==> src/sv/nus_pkg.sv <==
package nus_pkg;

  localparam int MAX_IN_WIDTH  = 64;
  localparam int MAX_IN_HEIGHT = 64;
  localparam int MAX_DEPTH     = 256;
  localparam int MAX_FACTOR    = 8;

  localparam int HREG_W = 7;
  localparam int WREG_W = 7;
  localparam int DREG_W = 9;
  localparam int FREG_W = 4;

  localparam int COL_W  = $clog2(MAX_IN_WIDTH);
  localparam int ROW_W  = $clog2(MAX_IN_HEIGHT);
  localparam int CH_W   = $clog2(MAX_DEPTH);
  localparam int FACT_W = $clog2(MAX_FACTOR);

  localparam int VAL_W   = 16;
  localparam int SUM_W   = 24;
  localparam int OIDX_W  = 9;
  localparam int OCH_W   = 8;
  localparam int CFG_IDX_W  = 3;
  localparam int CFG_DATA_W = 9;
  localparam int IN_TDATA_W  = 16;
  localparam int OUT_TDATA_W = 56;

  typedef enum logic [CFG_IDX_W-1:0] {
    REG_IN_HEIGHT = 3'd0,
    REG_IN_WIDTH  = 3'd1,
    REG_IN_DEPTH  = 3'd2,
    REG_FACTOR_H  = 3'd3,
    REG_FACTOR_W  = 3'd4,
    REG_DIRECTION = 3'd5
  } reg_idx_t;

  typedef struct packed {
    logic [HREG_W-1:0] in_height;
    logic [WREG_W-1:0] in_width;
    logic [DREG_W-1:0] in_depth;
    logic [FREG_W-1:0] factor_h;
    logic [FREG_W-1:0] factor_w;
    logic              direction;
  } cfg_t;

  typedef struct packed {
    logic [CH_W-1:0]   ch;
    logic [ROW_W-1:0]  sr;
    logic [FACT_W-1:0] wr;
    logic [COL_W-1:0]  sc;
    logic [FACT_W-1:0] wc;
  } pos_t;

  function automatic logic [DREG_W-1:0] clamp_dim(input logic [DREG_W-1:0] v,
                                                  input logic [DREG_W-1:0] hi);
    logic [DREG_W-1:0] r;
    if (v == '0) begin
      r = DREG_W'(1);
    end else if (v > hi) begin
      r = hi;
    end else begin
      r = v;
    end
    return r;
  endfunction

endpackage

==> src/sv/nearest_upsample_and_window_sum.sv <==
// Channel  Dir  Request                   Handshake
// in_      in   sample_value              in_tvalid / in_tready
// out_     out  result, ch, row, col      out_tvalid / out_tready, tlast
// cfg_     in   register index and data   cfg_valid / cfg_ready
//
// Backward: one request per cycle unless a window sum waits on the output.
// Forward: one result per cycle while the output accepts, factor_h * factor_w
// results per request, from the single window stage feeding the result register.
// Partial sums sit in a 64-entry memory; a read bypass covers back-to-back use.
// Reset is synchronous; the result register decouples output stalls by one item.
module nearest_upsample_and_window_sum (
  input  logic                                 clk,
  input  logic                                 rst_n,
  input  logic                                 in_tvalid,
  output logic                                 in_tready,
  // [15:0] sample_value
  input  logic [nus_pkg::IN_TDATA_W-1:0]       in_tdata,
  output logic                                 out_tvalid,
  input  logic                                 out_tready,
  // [23:0] result_value, [31:24] out_channel, [40:32] out_row,
  // [49:41] out_col, [55:50] zero
  output logic [nus_pkg::OUT_TDATA_W-1:0]      out_tdata,
  output logic                                 out_tlast,
  input  logic                                 cfg_valid,
  output logic                                 cfg_ready,
  input  logic [nus_pkg::CFG_IDX_W-1:0]        cfg_index,
  input  logic [nus_pkg::CFG_DATA_W-1:0]       cfg_data
);
  import nus_pkg::*;

  cfg_t cfg;
  pos_t pos;
  logic restart;
  logic in_acc;
  logic win_ready;
  logic signed [SUM_W-1:0] o_value;
  logic [OCH_W-1:0]        o_channel;
  logic [OIDX_W-1:0]       o_row;
  logic [OIDX_W-1:0]       o_col;

  assign cfg_ready = 1'b1;
  assign in_tready = win_ready;
  assign in_acc    = in_tvalid && win_ready;

  nus_cfg u_cfg (
    .clk     (clk),
    .rst_n   (rst_n),
    .wr_en   (cfg_valid && cfg_ready),
    .wr_idx  (cfg_index),
    .wr_data (cfg_data),
    .cfg     (cfg),
    .restart (restart)
  );

  nus_seq u_seq (
    .clk     (clk),
    .rst_n   (rst_n),
    .cfg     (cfg),
    .restart (restart),
    .advance (in_acc),
    .pos     (pos)
  );

  nus_win u_win (
    .clk       (clk),
    .rst_n     (rst_n),
    .cfg       (cfg),
    .in_accept (in_acc),
    .in_value  (in_tdata[VAL_W-1:0]),
    .in_pos    (pos),
    .in_ready  (win_ready),
    .o_valid   (out_tvalid),
    .o_ready   (out_tready),
    .o_value   (o_value),
    .o_channel (o_channel),
    .o_row     (o_row),
    .o_col     (o_col),
    .o_last    (out_tlast)
  );

  assign out_tdata = {6'b0, o_col, o_row, o_channel, o_value};

endmodule

==> src/sv/nus_cfg.sv <==
module nus_cfg (
  input  logic                             clk,
  input  logic                             rst_n,
  input  logic                             wr_en,
  input  logic [nus_pkg::CFG_IDX_W-1:0]    wr_idx,
  input  logic [nus_pkg::CFG_DATA_W-1:0]   wr_data,
  output nus_pkg::cfg_t                    cfg,
  output logic                             restart
);
  import nus_pkg::*;

  cfg_t cfg_r;
  cfg_t cfg_nxt;
  logic hit;

  always_comb begin
    cfg_nxt = cfg_r;
    hit     = 1'b0;
    if (wr_en) begin
      unique case (wr_idx)
        REG_IN_HEIGHT: begin
          cfg_nxt.in_height = HREG_W'(clamp_dim({2'b00, wr_data[HREG_W-1:0]},
                                                DREG_W'(MAX_IN_HEIGHT)));
          hit = 1'b1;
        end
        REG_IN_WIDTH: begin
          cfg_nxt.in_width = WREG_W'(clamp_dim({2'b00, wr_data[WREG_W-1:0]},
                                               DREG_W'(MAX_IN_WIDTH)));
          hit = 1'b1;
        end
        REG_IN_DEPTH: begin
          cfg_nxt.in_depth = clamp_dim(wr_data, DREG_W'(MAX_DEPTH));
          hit = 1'b1;
        end
        REG_FACTOR_H: begin
          cfg_nxt.factor_h = FREG_W'(clamp_dim({5'b0, wr_data[FREG_W-1:0]},
                                               DREG_W'(MAX_FACTOR)));
          hit = 1'b1;
        end
        REG_FACTOR_W: begin
          cfg_nxt.factor_w = FREG_W'(clamp_dim({5'b0, wr_data[FREG_W-1:0]},
                                               DREG_W'(MAX_FACTOR)));
          hit = 1'b1;
        end
        REG_DIRECTION: begin
          cfg_nxt.direction = wr_data[0];
          hit = 1'b1;
        end
        default: begin
          hit = 1'b0;
        end
      endcase
    end
  end

  always_ff @(posedge clk) begin
    if (!rst_n) begin
      cfg_r.in_height <= HREG_W'(1);
      cfg_r.in_width  <= WREG_W'(1);
      cfg_r.in_depth  <= DREG_W'(1);
      cfg_r.factor_h  <= FREG_W'(1);
      cfg_r.factor_w  <= FREG_W'(1);
      cfg_r.direction <= 1'b0;
    end else begin
      cfg_r <= cfg_nxt;
    end
  end

  assign cfg     = cfg_r;
  assign restart = hit;

endmodule

==> src/sv/nus_seq.sv <==
module nus_seq (
  input  logic           clk,
  input  logic           rst_n,
  input  nus_pkg::cfg_t  cfg,
  input  logic           restart,
  input  logic           advance,
  output nus_pkg::pos_t  pos
);
  import nus_pkg::*;

  pos_t pos_r;
  pos_t pos_nxt;
  logic [FREG_W-1:0] fw_eff;
  logic [FREG_W-1:0] fh_eff;
  logic wc_wrap, sc_wrap, wr_wrap, sr_wrap, ch_wrap;

  always_comb begin
    fw_eff  = cfg.direction ? cfg.factor_w : FREG_W'(1);
    fh_eff  = cfg.direction ? cfg.factor_h : FREG_W'(1);
    wc_wrap = ({1'b0, pos_r.wc} == fw_eff - FREG_W'(1));
    sc_wrap = ({1'b0, pos_r.sc} == cfg.in_width - WREG_W'(1));
    wr_wrap = ({1'b0, pos_r.wr} == fh_eff - FREG_W'(1));
    sr_wrap = ({1'b0, pos_r.sr} == cfg.in_height - HREG_W'(1));
    ch_wrap = ({1'b0, pos_r.ch} == cfg.in_depth - DREG_W'(1));
    pos_nxt = pos_r;
    if (restart) begin
      pos_nxt = '0;
    end else if (advance) begin
      if (!wc_wrap) begin
        pos_nxt.wc = pos_r.wc + FACT_W'(1);
      end else begin
        pos_nxt.wc = '0;
        if (!sc_wrap) begin
          pos_nxt.sc = pos_r.sc + COL_W'(1);
        end else begin
          pos_nxt.sc = '0;
          if (!wr_wrap) begin
            pos_nxt.wr = pos_r.wr + FACT_W'(1);
          end else begin
            pos_nxt.wr = '0;
            if (!sr_wrap) begin
              pos_nxt.sr = pos_r.sr + ROW_W'(1);
            end else begin
              pos_nxt.sr = '0;
              pos_nxt.ch = ch_wrap ? '0 : pos_r.ch + CH_W'(1);
            end
          end
        end
      end
    end
  end

  always_ff @(posedge clk) begin
    if (!rst_n) begin
      pos_r <= '0;
    end else begin
      pos_r <= pos_nxt;
    end
  end

  assign pos = pos_r;

endmodule

==> src/sv/nus_win.sv <==
module nus_win (
  input  logic                              clk,
  input  logic                              rst_n,
  input  nus_pkg::cfg_t                     cfg,
  input  logic                              in_accept,
  input  logic signed [nus_pkg::VAL_W-1:0]  in_value,
  input  nus_pkg::pos_t                     in_pos,
  output logic                              in_ready,
  output logic                              o_valid,
  input  logic                              o_ready,
  output logic signed [nus_pkg::SUM_W-1:0]  o_value,
  output logic [nus_pkg::OCH_W-1:0]         o_channel,
  output logic [nus_pkg::OIDX_W-1:0]        o_row,
  output logic [nus_pkg::OIDX_W-1:0]        o_col,
  output logic                              o_last
);
  import nus_pkg::*;

  logic [SUM_W-1:0] psum_mem [MAX_IN_WIDTH];

  logic                     s1_valid_r;
  logic signed [VAL_W-1:0]  s1_val_r;
  pos_t                     s1_pos_r;
  logic [SUM_W-1:0]         s1_rd_r;
  logic [FACT_W-1:0]        i_r;
  logic [FACT_W-1:0]        j_r;

  logic                     out_valid_r;
  logic [SUM_W-1:0]         out_value_r;
  logic [OCH_W-1:0]         out_ch_r;
  logic [OIDX_W-1:0]        out_row_r;
  logic [OIDX_W-1:0]        out_col_r;
  logic                     out_last_r;

  logic [SUM_W-1:0]         v_ext;
  logic [SUM_W-1:0]         sum;
  logic                     win_start, win_end, fwd_last, j_wrap;
  logic                     has_result, out_free, emit, s1_done, mem_wr;
  logic [SUM_W-1:0]         res_value;
  logic [OIDX_W-1:0]        res_row, res_col;
  logic [ROW_W+FREG_W-1:0]  row_prod;
  logic [COL_W+FREG_W-1:0]  col_prod;

  always_comb begin
    v_ext     = SUM_W'(s1_val_r);
    win_start = (s1_pos_r.wr == '0) && (s1_pos_r.wc == '0);
    win_end   = ({1'b0, s1_pos_r.wr} == cfg.factor_h - FREG_W'(1)) &&
                ({1'b0, s1_pos_r.wc} == cfg.factor_w - FREG_W'(1));
    sum       = win_start ? v_ext : s1_rd_r + v_ext;
    fwd_last  = ({1'b0, i_r} == cfg.factor_h - FREG_W'(1)) &&
                ({1'b0, j_r} == cfg.factor_w - FREG_W'(1));
    j_wrap    = ({1'b0, j_r} == cfg.factor_w - FREG_W'(1));
    has_result = cfg.direction ? win_end : 1'b1;
    out_free  = !out_valid_r || o_ready;
    emit      = s1_valid_r && has_result && out_free;
    s1_done   = s1_valid_r && (cfg.direction ? (!win_end || out_free)
                                             : (out_free && fwd_last));
    mem_wr    = s1_valid_r && cfg.direction && s1_done;
    row_prod  = s1_pos_r.sr * cfg.factor_h;
    col_prod  = s1_pos_r.sc * cfg.factor_w;
    if (cfg.direction) begin
      res_value = sum;
      res_row   = OIDX_W'(s1_pos_r.sr);
      res_col   = OIDX_W'(s1_pos_r.sc);
    end else begin
      res_value = v_ext;
      res_row   = OIDX_W'(row_prod + (ROW_W+FREG_W)'(i_r));
      res_col   = OIDX_W'(col_prod + (COL_W+FREG_W)'(j_r));
    end
  end

  assign in_ready = !s1_valid_r || s1_done;

  always_ff @(posedge clk) begin
    if (mem_wr) begin
      psum_mem[s1_pos_r.sc] <= sum;
    end
    if (in_accept) begin
      if (mem_wr && (s1_pos_r.sc == in_pos.sc)) begin
        s1_rd_r <= sum;
      end else begin
        s1_rd_r <= psum_mem[in_pos.sc];
      end
      s1_val_r <= in_value;
      s1_pos_r <= in_pos;
    end
  end

  always_ff @(posedge clk) begin
    if (!rst_n) begin
      s1_valid_r <= 1'b0;
      i_r        <= '0;
      j_r        <= '0;
    end else begin
      if (in_accept) begin
        s1_valid_r <= 1'b1;
        i_r        <= '0;
        j_r        <= '0;
      end else if (s1_done) begin
        s1_valid_r <= 1'b0;
      end else if (emit && !cfg.direction) begin
        if (j_wrap) begin
          j_r <= '0;
          i_r <= i_r + FACT_W'(1);
        end else begin
          j_r <= j_r + FACT_W'(1);
        end
      end
    end
  end

  always_ff @(posedge clk) begin
    if (!rst_n) begin
      out_valid_r <= 1'b0;
    end else if (out_free) begin
      out_valid_r <= emit;
    end
  end

  always_ff @(posedge clk) begin
    if (emit) begin
      out_value_r <= res_value;
      out_ch_r    <= s1_pos_r.ch;
      out_row_r   <= res_row;
      out_col_r   <= res_col;
      out_last_r  <= cfg.direction ? 1'b1 : fwd_last;
    end
  end

  assign o_valid   = out_valid_r;
  assign o_value   = out_value_r;
  assign o_channel = out_ch_r;
  assign o_row     = out_row_r;
  assign o_col     = out_col_r;
  assign o_last    = out_last_r;

endmodule

==> config.mk <==
export PLATFORM = sky130hd
export DESIGN_NAME = nearest_upsample_and_window_sum
export DESIGN_NICKNAME = d
export VERILOG_FILES = /design/src/sv/nus_pkg.sv /design/src/sv/nearest_upsample_and_window_sum.sv /design/src/sv/nus_cfg.sv /design/src/sv/nus_seq.sv /design/src/sv/nus_win.sv
export SDC_FILE = /design/constraint.sdc
export NUM_CORES = 2
export LEC_CHECK = 0
export BUFFER_PORTS_ARGS = -buffer_cell sky130_fd_sc_hd__buf_4
export CAP_MARGIN = 0
export CORE_AREA = 2 2 375 377
export CTS_CLUSTER_DIAMETER = 60
export DETAILED_ROUTE_END_ITERATION = 6
export DIE_AREA = 0 0 377 379
export GPL_TIMING_DRIVEN = 0
export PLACE_DENSITY_LB_ADDON = 0.2
export SYNTH_ARGS = -nofsm -noshare
export SYNTH_HDL_FRONTEND = slang
export SYNTH_SLANG_ARGS = --single-unit
==> constraint.sdc <==
create_clock -name clk -period 7.3 [get_ports clk]
set_input_delay 0.365 -clock clk [delete_from_list [all_inputs] [get_ports clk]]
set_output_delay 0.365 -clock clk [all_outputs]
set_load 0.005 [all_outputs]
Yosys cells after proc, flatten, opt, wreduce, memory -nomap -nowiden. Memory sizes are Yosys's and may differ from the RTL's. A register that Yosys moved wholly into a read port is not among the register bits. Index checks and enable logic that the tools add are counted.

$add $sub $neg: 17. $mul: 2. Magnitude comparators: 3. Eq/ne operators: 14. Multiplexer cells: 26. Bitwise logic cells: 2. Reductions and logical operators: 40.

Operators with widths (number): 24-bit 2-to-1 mux (2); 24-bit adder (1); 3-bit by 4-bit equality test with 1-bit output (6); 6-bit 2-to-1 mux (4); 9-bit by 3-bit adder with 9-bit output (2); 6-bit by 4-bit multiplier with 9-bit output (2); 9-bit 2-to-1 mux (2); 4-bit 2-to-1 mux (4); 2-bit AND reduction (8); 4-bit by 1-bit subtractor with 4-bit output (second input constant) (4); 6-bit by 7-bit equality test with 1-bit output (2); 7-bit 2-to-1 mux (2); 7-bit by 1-bit subtractor with 7-bit output (second input constant) (2); 3-bit by 1-bit adder with 3-bit output (second input constant) (4); 6-bit by 1-bit adder with 6-bit output (second input constant) (2); 1-bit logical AND (11); 8-bit by 9-bit equality test with 1-bit output (1); 9-bit greater-than comparator (second input constant) (1); 3-bit logical NOT (3); 9-bit logical NOT (1); 3-bit 2-to-1 mux (3); 9-bit by 1-bit subtractor with 9-bit output (second input constant) (1); 8-bit by 1-bit adder with 8-bit output (second input constant) (1); 1-bit 2-to-1 mux (8); 17 further kinds (27).

Register bits after elaboration: 159. Bits in writable memories: 1536. Input port bits: 33. Output and inout port bits: 60. Logic and storage cells: 133. Memories kept: 1.

Memories: u_win.psum_mem (words 64, bits a word 24, read ports 1, clocked after memory_dff 1, write ports 1, line nus_win.sv:19) `logic [SUM_W-1:0] psum_mem [MAX_IN_WIDTH];`.

Logic depth before layout (Yosys ltp).
Word-level depth: 10. Depth in mapped cells: 15. Gate-level depth less buffers: 14.

Modules after synthesis. A second synthesis with hierarchy kept.

Cell total of the unflattened synthesis: 3361. Area, all modules: 69794.4 sq um.

By module, submodules not included: nus_win (times used 1, cells each 2950, area an instance 66212.3 sq um, seq. area each 49797.8 sq um); nus_seq (times used 1, cells each 260, area an instance 2120.8 sq um, seq. area each 520.5 sq um); nus_cfg (times used 1, cells each 141, area an instance 1395.1 sq um, seq. area each 640.6 sq um); nearest_upsample_and_window_sum (times used 1, cells each 10, area an instance 66.3 sq um, seq. area each 0.0 sq um).

Least setup slack after synthesis. Ideal clock, no wire load.

Kind: register -> register. Start point: reg u_win.s1_val_r[0]. End point: mem u_win.psum_mem[0][20] (data pin). Library setup time: 701 ps. Arrival: 4945 ps. Required time: 6599 ps. Slack: 1654 ps. Stages on the path, launching flop included: 10. Path buffers: 0. Clock period less this slack: 5646 ps. Path through: edfxtp_1 -> ha_1 -> fa_1 -> a211o_1 -> a21oi_1 -> o31ai_1 -> a221o_1 -> a31o_2 -> xnor2_1 -> o21ai_0.

Word-level cells in the longest chain between the ends: 2.

RTL lines: start: declaration (line nus_win.sv:22) `logic signed [VAL_W-1:0] s1_val_r;`; start signal: assignment (line nus_win.sv:84) `s1_val_r <= in_value;`; 24-bit adder (line nus_win.sv:49) `sum = win_start ? v_ext : s1_rd_r + v_ext;`; 24-bit 2-to-1 mux (line nus_win.sv:49); named net u_win.sum[20] (line nus_win.sv:36) `logic [SUM_W-1:0] sum;`; end: declaration (line nus_win.sv:19).

The timed path passes the listed nets, and every way through them passes these cells.

Worst setup path after layout.
Start point: reg u_cfg.cfg_r (netlist bit u_cfg.cfg[2]). End point: mem u_win.psum_mem[52][10], enable pin.

Word-level cells in the longest chain between the ends: 10. Elaborated cells on any way between the ends: 13. Those cells by class: add/sub: 1; eq/ne: 2; mux: 3; reduce/logical: 7.

RTL lines: start: declaration (line nus_cfg.sv:12) `cfg_t cfg_r;`; start signal: assignment (line nus_cfg.sv:65) `cfg_r <= cfg_nxt;`; 4-bit by 1-bit subtractor with 4-bit output (*) (line nus_win.sv:48, nus_win.sv:51); 3-bit by 4-bit equality test with 1-bit output (line nus_win.sv:48) `({1'b0, s1_pos_r.wc} == cfg.factor_w - FREG_W'(1));`; 1-bit logical AND (line nus_win.sv:47) `win_end = ({1'b0, s1_pos_r.wr} == cfg.factor_h - FREG_W'(1)) &&`; 1-bit logical NOT (line nus_win.sv:56) `s1_done = s1_valid_r && (cfg.direction ? (!win_end || out_free)`; 1-bit logical OR (line nus_win.sv:56); 1-bit 2-to-1 mux (*) (line nus_win.sv:56); 1-bit logical AND (*) (line nus_win.sv:56); 1-bit logical AND (*) (line nus_win.sv:58) `mem_wr = s1_valid_r && cfg.direction && s1_done;`; 1-bit 2-to-1 mux (*) (line nus_win.sv:75) `if (mem_wr) begin`; 1-bit 2-to-1 mux (not written as such) (*) (line nus_win.sv:76) `psum_mem[s1_pos_r.sc] <= sum;`.

Mark *: on every way between the ends. The rest lies on a longest branch, timed or not.

==> results.py <==
metrics = {
    "detailed_routing": {
        "ant_nets": 0,
        "firstDrtPassIters": 6,
        "drcViolationCount": 0,
        "vias_per_cell": 6.27,
        "drt_iter0_markers": 5005,
        "wl_per_cell_microns": 31.1,
        "num_vias": 36900,
        "wl_microns": 183000,
    },
    "sta": {
        "setup_viol": 0,
        "max-slew-margin-rel": 0.0833,
        "fin_crit_sh": 0.676,
        "worst_slack_ns": 2.36,
        "hold_violations": 0,
        "finClkSkew_ns": 0.0540,
        "max_freq_ghz": 0.203,
        "tightest_slew_ns": 1.37,
        "drv_slew": 0,
        "period_needed_ns": 4.94,
        "rsz0062_at_grt": "false",
    },
    "status": {
        "outcome": "finished clean",
    },
    "critical_path": {
        "end_kind": "flop",
        "cp_max_fo": 10,
        "cp.arrival_ns": 5.49,
        "worstPathCellList": "clkbuf_1 -> inv_1 -> ha_1 -> xnor2_1 -> nor4_1 -> o2111ai_1 -> o21ai_1 -> clkbuf_1 -> buf_1 -> nor3_2 -> buf_6 -> buf_6 -> buf_4",
        "critPathKind": "flop to flop",
        "startpoint_type": "flop",
        "cp_slowest_cell": "o21ai_1",
        "max_stage_delay_ns": 0.71,
        "required_ns": 7.85,
    },
    "grt": {
        "grt-ovfl-total": 0,
        "grt_pass1_vias": 36400,
        "grt_pass1_wl_microns": 262000,
        "track_usage": 0.259,
        "antenna_found_initial": 5,
        "grt_max_degree": 67,
    },
    "cts": {
        "cts_tree": "built",
        "insertion_delay_ns": 0.81,
        "post_cts_resized": 0,
        "clockBufferDepth": 3,
        "clkSinkCount": 1719,
        "cts-root-buf": "clkbuf_16",
        "numCtsBuffers": 174,
        "cts_htree_levels": 4,
        "cts.reportedPaths.clkPinSlew_ns": 0.06,
        "ctsHoldBuffers": 32,
        "cts_setup_buffers": 0,
    },
    "layout": {
        "final_area_sq_um": 82100,
        "final.fill_count": 9832,
        "area_delta_synth_final_pct": 16.8,
        "drive_gt1_frac": 0.298,
        "post-route-util": 0.591,
        "fin_nets": 4060,
    },
    "pwr": {
        "power_density_nw_per_um2": 272,
        "p_leak_nw": 26.3,
        "ir_worst_vdd_v": 0.000196,
    },
    "synth": {
        "synth.avg_cell_area_sq_um": 20.4,
        "seq_area_frac_synth": 0.726,
        "syn_inst": 3443,
        "synthArstFlopShare": 0,
        "synth.distinct_cells": 82,
        "synth_ff_type": "edfxtp_1",
        "netlist_area_sq_um": 70200,
        "ys_warn_count": 0,
        "ys_ff_latch": 1719,
        "synth_edf_count": 1653,
    },
    "placement": {
        "place_congestion": 0.878,
        "dpl_cell_area_sq_um": 76100,
        "port_buffers": 81,
        "hpwl_microns": 128000,
        "dp_slack_ns": 2.49,
    },
    "die": {
        "initial_utilization": 0.506,
        "die_y_microns": 379,
        "fp.dieW_microns": 377,
        "rows": 137,
        "die_area_sq_um": 143000,
        "io_pins": 93,
        "core_area_sq_um": 139000,
    },
    "hold_path": {
        "hold_path_class": "input port to flop",
    },
    "job": {
        "cap_violations": 0,
    },
}
## critical path, delay by kind of cell, from the launching register on
kind / cells / cell delay [ns]
buf+inv: 7 / 2.38
compound gates: 2 / 0.93
simple gates: 2 / 0.58
fa+ha+maj: 1 / 0.34
flops: 1 / 0.30
xor+xnor: 1 / 0.14
## cell usage in the layout, fill, tap and decap left out, drive strengths merged, types with 38 or more instances in the layout
cell and count:
inv 62, o21ai 49, nand3 47, clkbuf 317, nand2 100, a21oi 53
xor2 38, and2 42, ha 77, mux4 500, buf 367, xnor2 53
nor2b 39, clkinv 70, edfxtp 1653, dfxtp 66, nor3 69, nor2 93
## registers in the layout, indices dropped and copies added, names as in the netlist, 3 cells and up
register         cells
u_win.o_channel      8
u_cfg.cfg           32
u_win.o_col          9
u_win.o_value       24
u_win.s1_pos_r      26
u_win.psum_mem    1536
u_win.i_r            3
u_win.s1_val_r      16
u_win.s1_rd_r       24
u_win.j_r            3
u_win.o_row          9
u_seq.pos           26
## Yosys cell counts (4+ instances only)
library cell | count | area share
a211oi_1 | 5 | 0.00053
a21boi_0 | 11 | 0.0012
a21o_1 | 21 | 0.0022
a21oi_1 | 53 | 0.0038
a22oi_1 | 14 | 0.0015
a31o_2 | 4 | 0.00050
a31oi_1 | 5 | 0.00045
a32oi_1 | 5 | 0.00062
and2_1 | 42 | 0.0037
and3_1 | 15 | 0.0013
and4_1 | 4 | 0.00050
buf_1 | 33 | 0.0018
buf_2 | 45 | 0.0032
buf_4 | 12 | 0.0013
clkbuf_1 | 98 | 0.0052
dfxtp_1 | 66 | 0.019
edfxtp_1 | 1653 | 0.71
fa_1 | 19 | 0.0054
ha_1 | 77 | 0.014
inv_1 | 49 | 0.0026
mux2_2 | 20 | 0.0032
mux2i_1 | 33 | 0.0047
mux4_2 | 500 | 0.16
nand2_1 | 100 | 0.0053
nand2b_1 | 8 | 0.00071
nand3_1 | 45 | 0.0032
nand3b_1 | 7 | 0.00075
nand4_1 | 18 | 0.0016
nor2_1 | 93 | 0.0050
nor2b_1 | 39 | 0.0035
nor3_1 | 69 | 0.0049
nor3b_1 | 12 | 0.0013
nor4_1 | 7 | 0.00062
o2111ai_1 | 4 | 0.00050
o211ai_1 | 9 | 0.00096
o21ai_0 | 37 | 0.0026
o21ai_1 | 12 | 0.00086
o21bai_1 | 9 | 0.00096
o31ai_1 | 15 | 0.0016
or2_2 | 5 | 0.00045
or3_1 | 14 | 0.0012
or3b_2 | 5 | 0.00062
xnor2_1 | 53 | 0.0066
xor2_1 | 38 | 0.0047
## stage by stage
stage	setup TNS, ns	hold WS, ns	power [mW]	cells
2_1_floorplan	0	0.400	12.9	3448
3_3_place_gp	-352.77	0.405	13.6	5336
3_5_place_dp	0	0.406	13.8	5530
4_1_cts	0	0.00956	22.5	5880
5_1_grt	0	0.0620	23.0	5880
6_report	0	0.0740	22.4	5881
## layout make-up
class | instances | area, sq um | share of cell area
Buffer | 190 | 831 | 0.0101
Tap cell | 1807 | 2260 | 0.0276
Inverter | 49 | 186 | 0.00227
Sequential cell | 1719 | 51000 | 0.621
Multi-Input combinational cell | 1490 | 18800 | 0.229
Antenna cell | 1 | 2.50 | 0.0000305
Clock inverter | 99 | 963 | 0.0117
Timing Repair Buffer | 307 | 3430 | 0.0418
Clock buffer | 219 | 4640 | 0.0565
## path summary, 6_finish.rpt
kind	from	endpoint	slack [ns]	depth (start not counted)
worst max-delay path	u_cfg.cfg[2]	u_win.psum_mem[52][10]	2.36	13
worst max register to register	u_cfg.cfg[2]	u_win.psum_mem[52][10]	2.36	13
worst min-delay path	cfg_data[1]	u_cfg.cfg[6]	0.07	4
worst min register to register	u_win.s1_pos_r[20]	u_win.o_channel[2]	0.42	0
## report_power, final
part / switching [mW] / internal (mW)
sequential: 0.0393 / 11.5
combinational: 1.41 / 0.613
clock: 3.80 / 4.94
total: 5.25 / 17.1
## routing by layer
metal / part of all wire / GRT usage
met5: 0.00015 / 0
met1: 0.41 / 0.372
met2: 0.46 / 0.393
met4: 0.025 / 0.0717
met3: 0.11 / 0.0742
## kinds of logic (layout without fill, tap and decap cells)
logic type | count (synthesis) | after routing | share of synthesized area
AOI/OAI and AO/OA | 245 | 245 | 0.0242
xor gates and xnor gates | 91 | 91 | 0.0113
adders and majority gates | 96 | 96 | 0.0191
buffers and inverters | 239 | 864 | 0.0144
DFF | 1719 | 1719 | 0.726
muxes | 553 | 553 | 0.168
other | 2 | 8 | 0.000107
and+or+nand+nor | 498 | 498 | 0.0368
(Power assumes the default switching activity.)
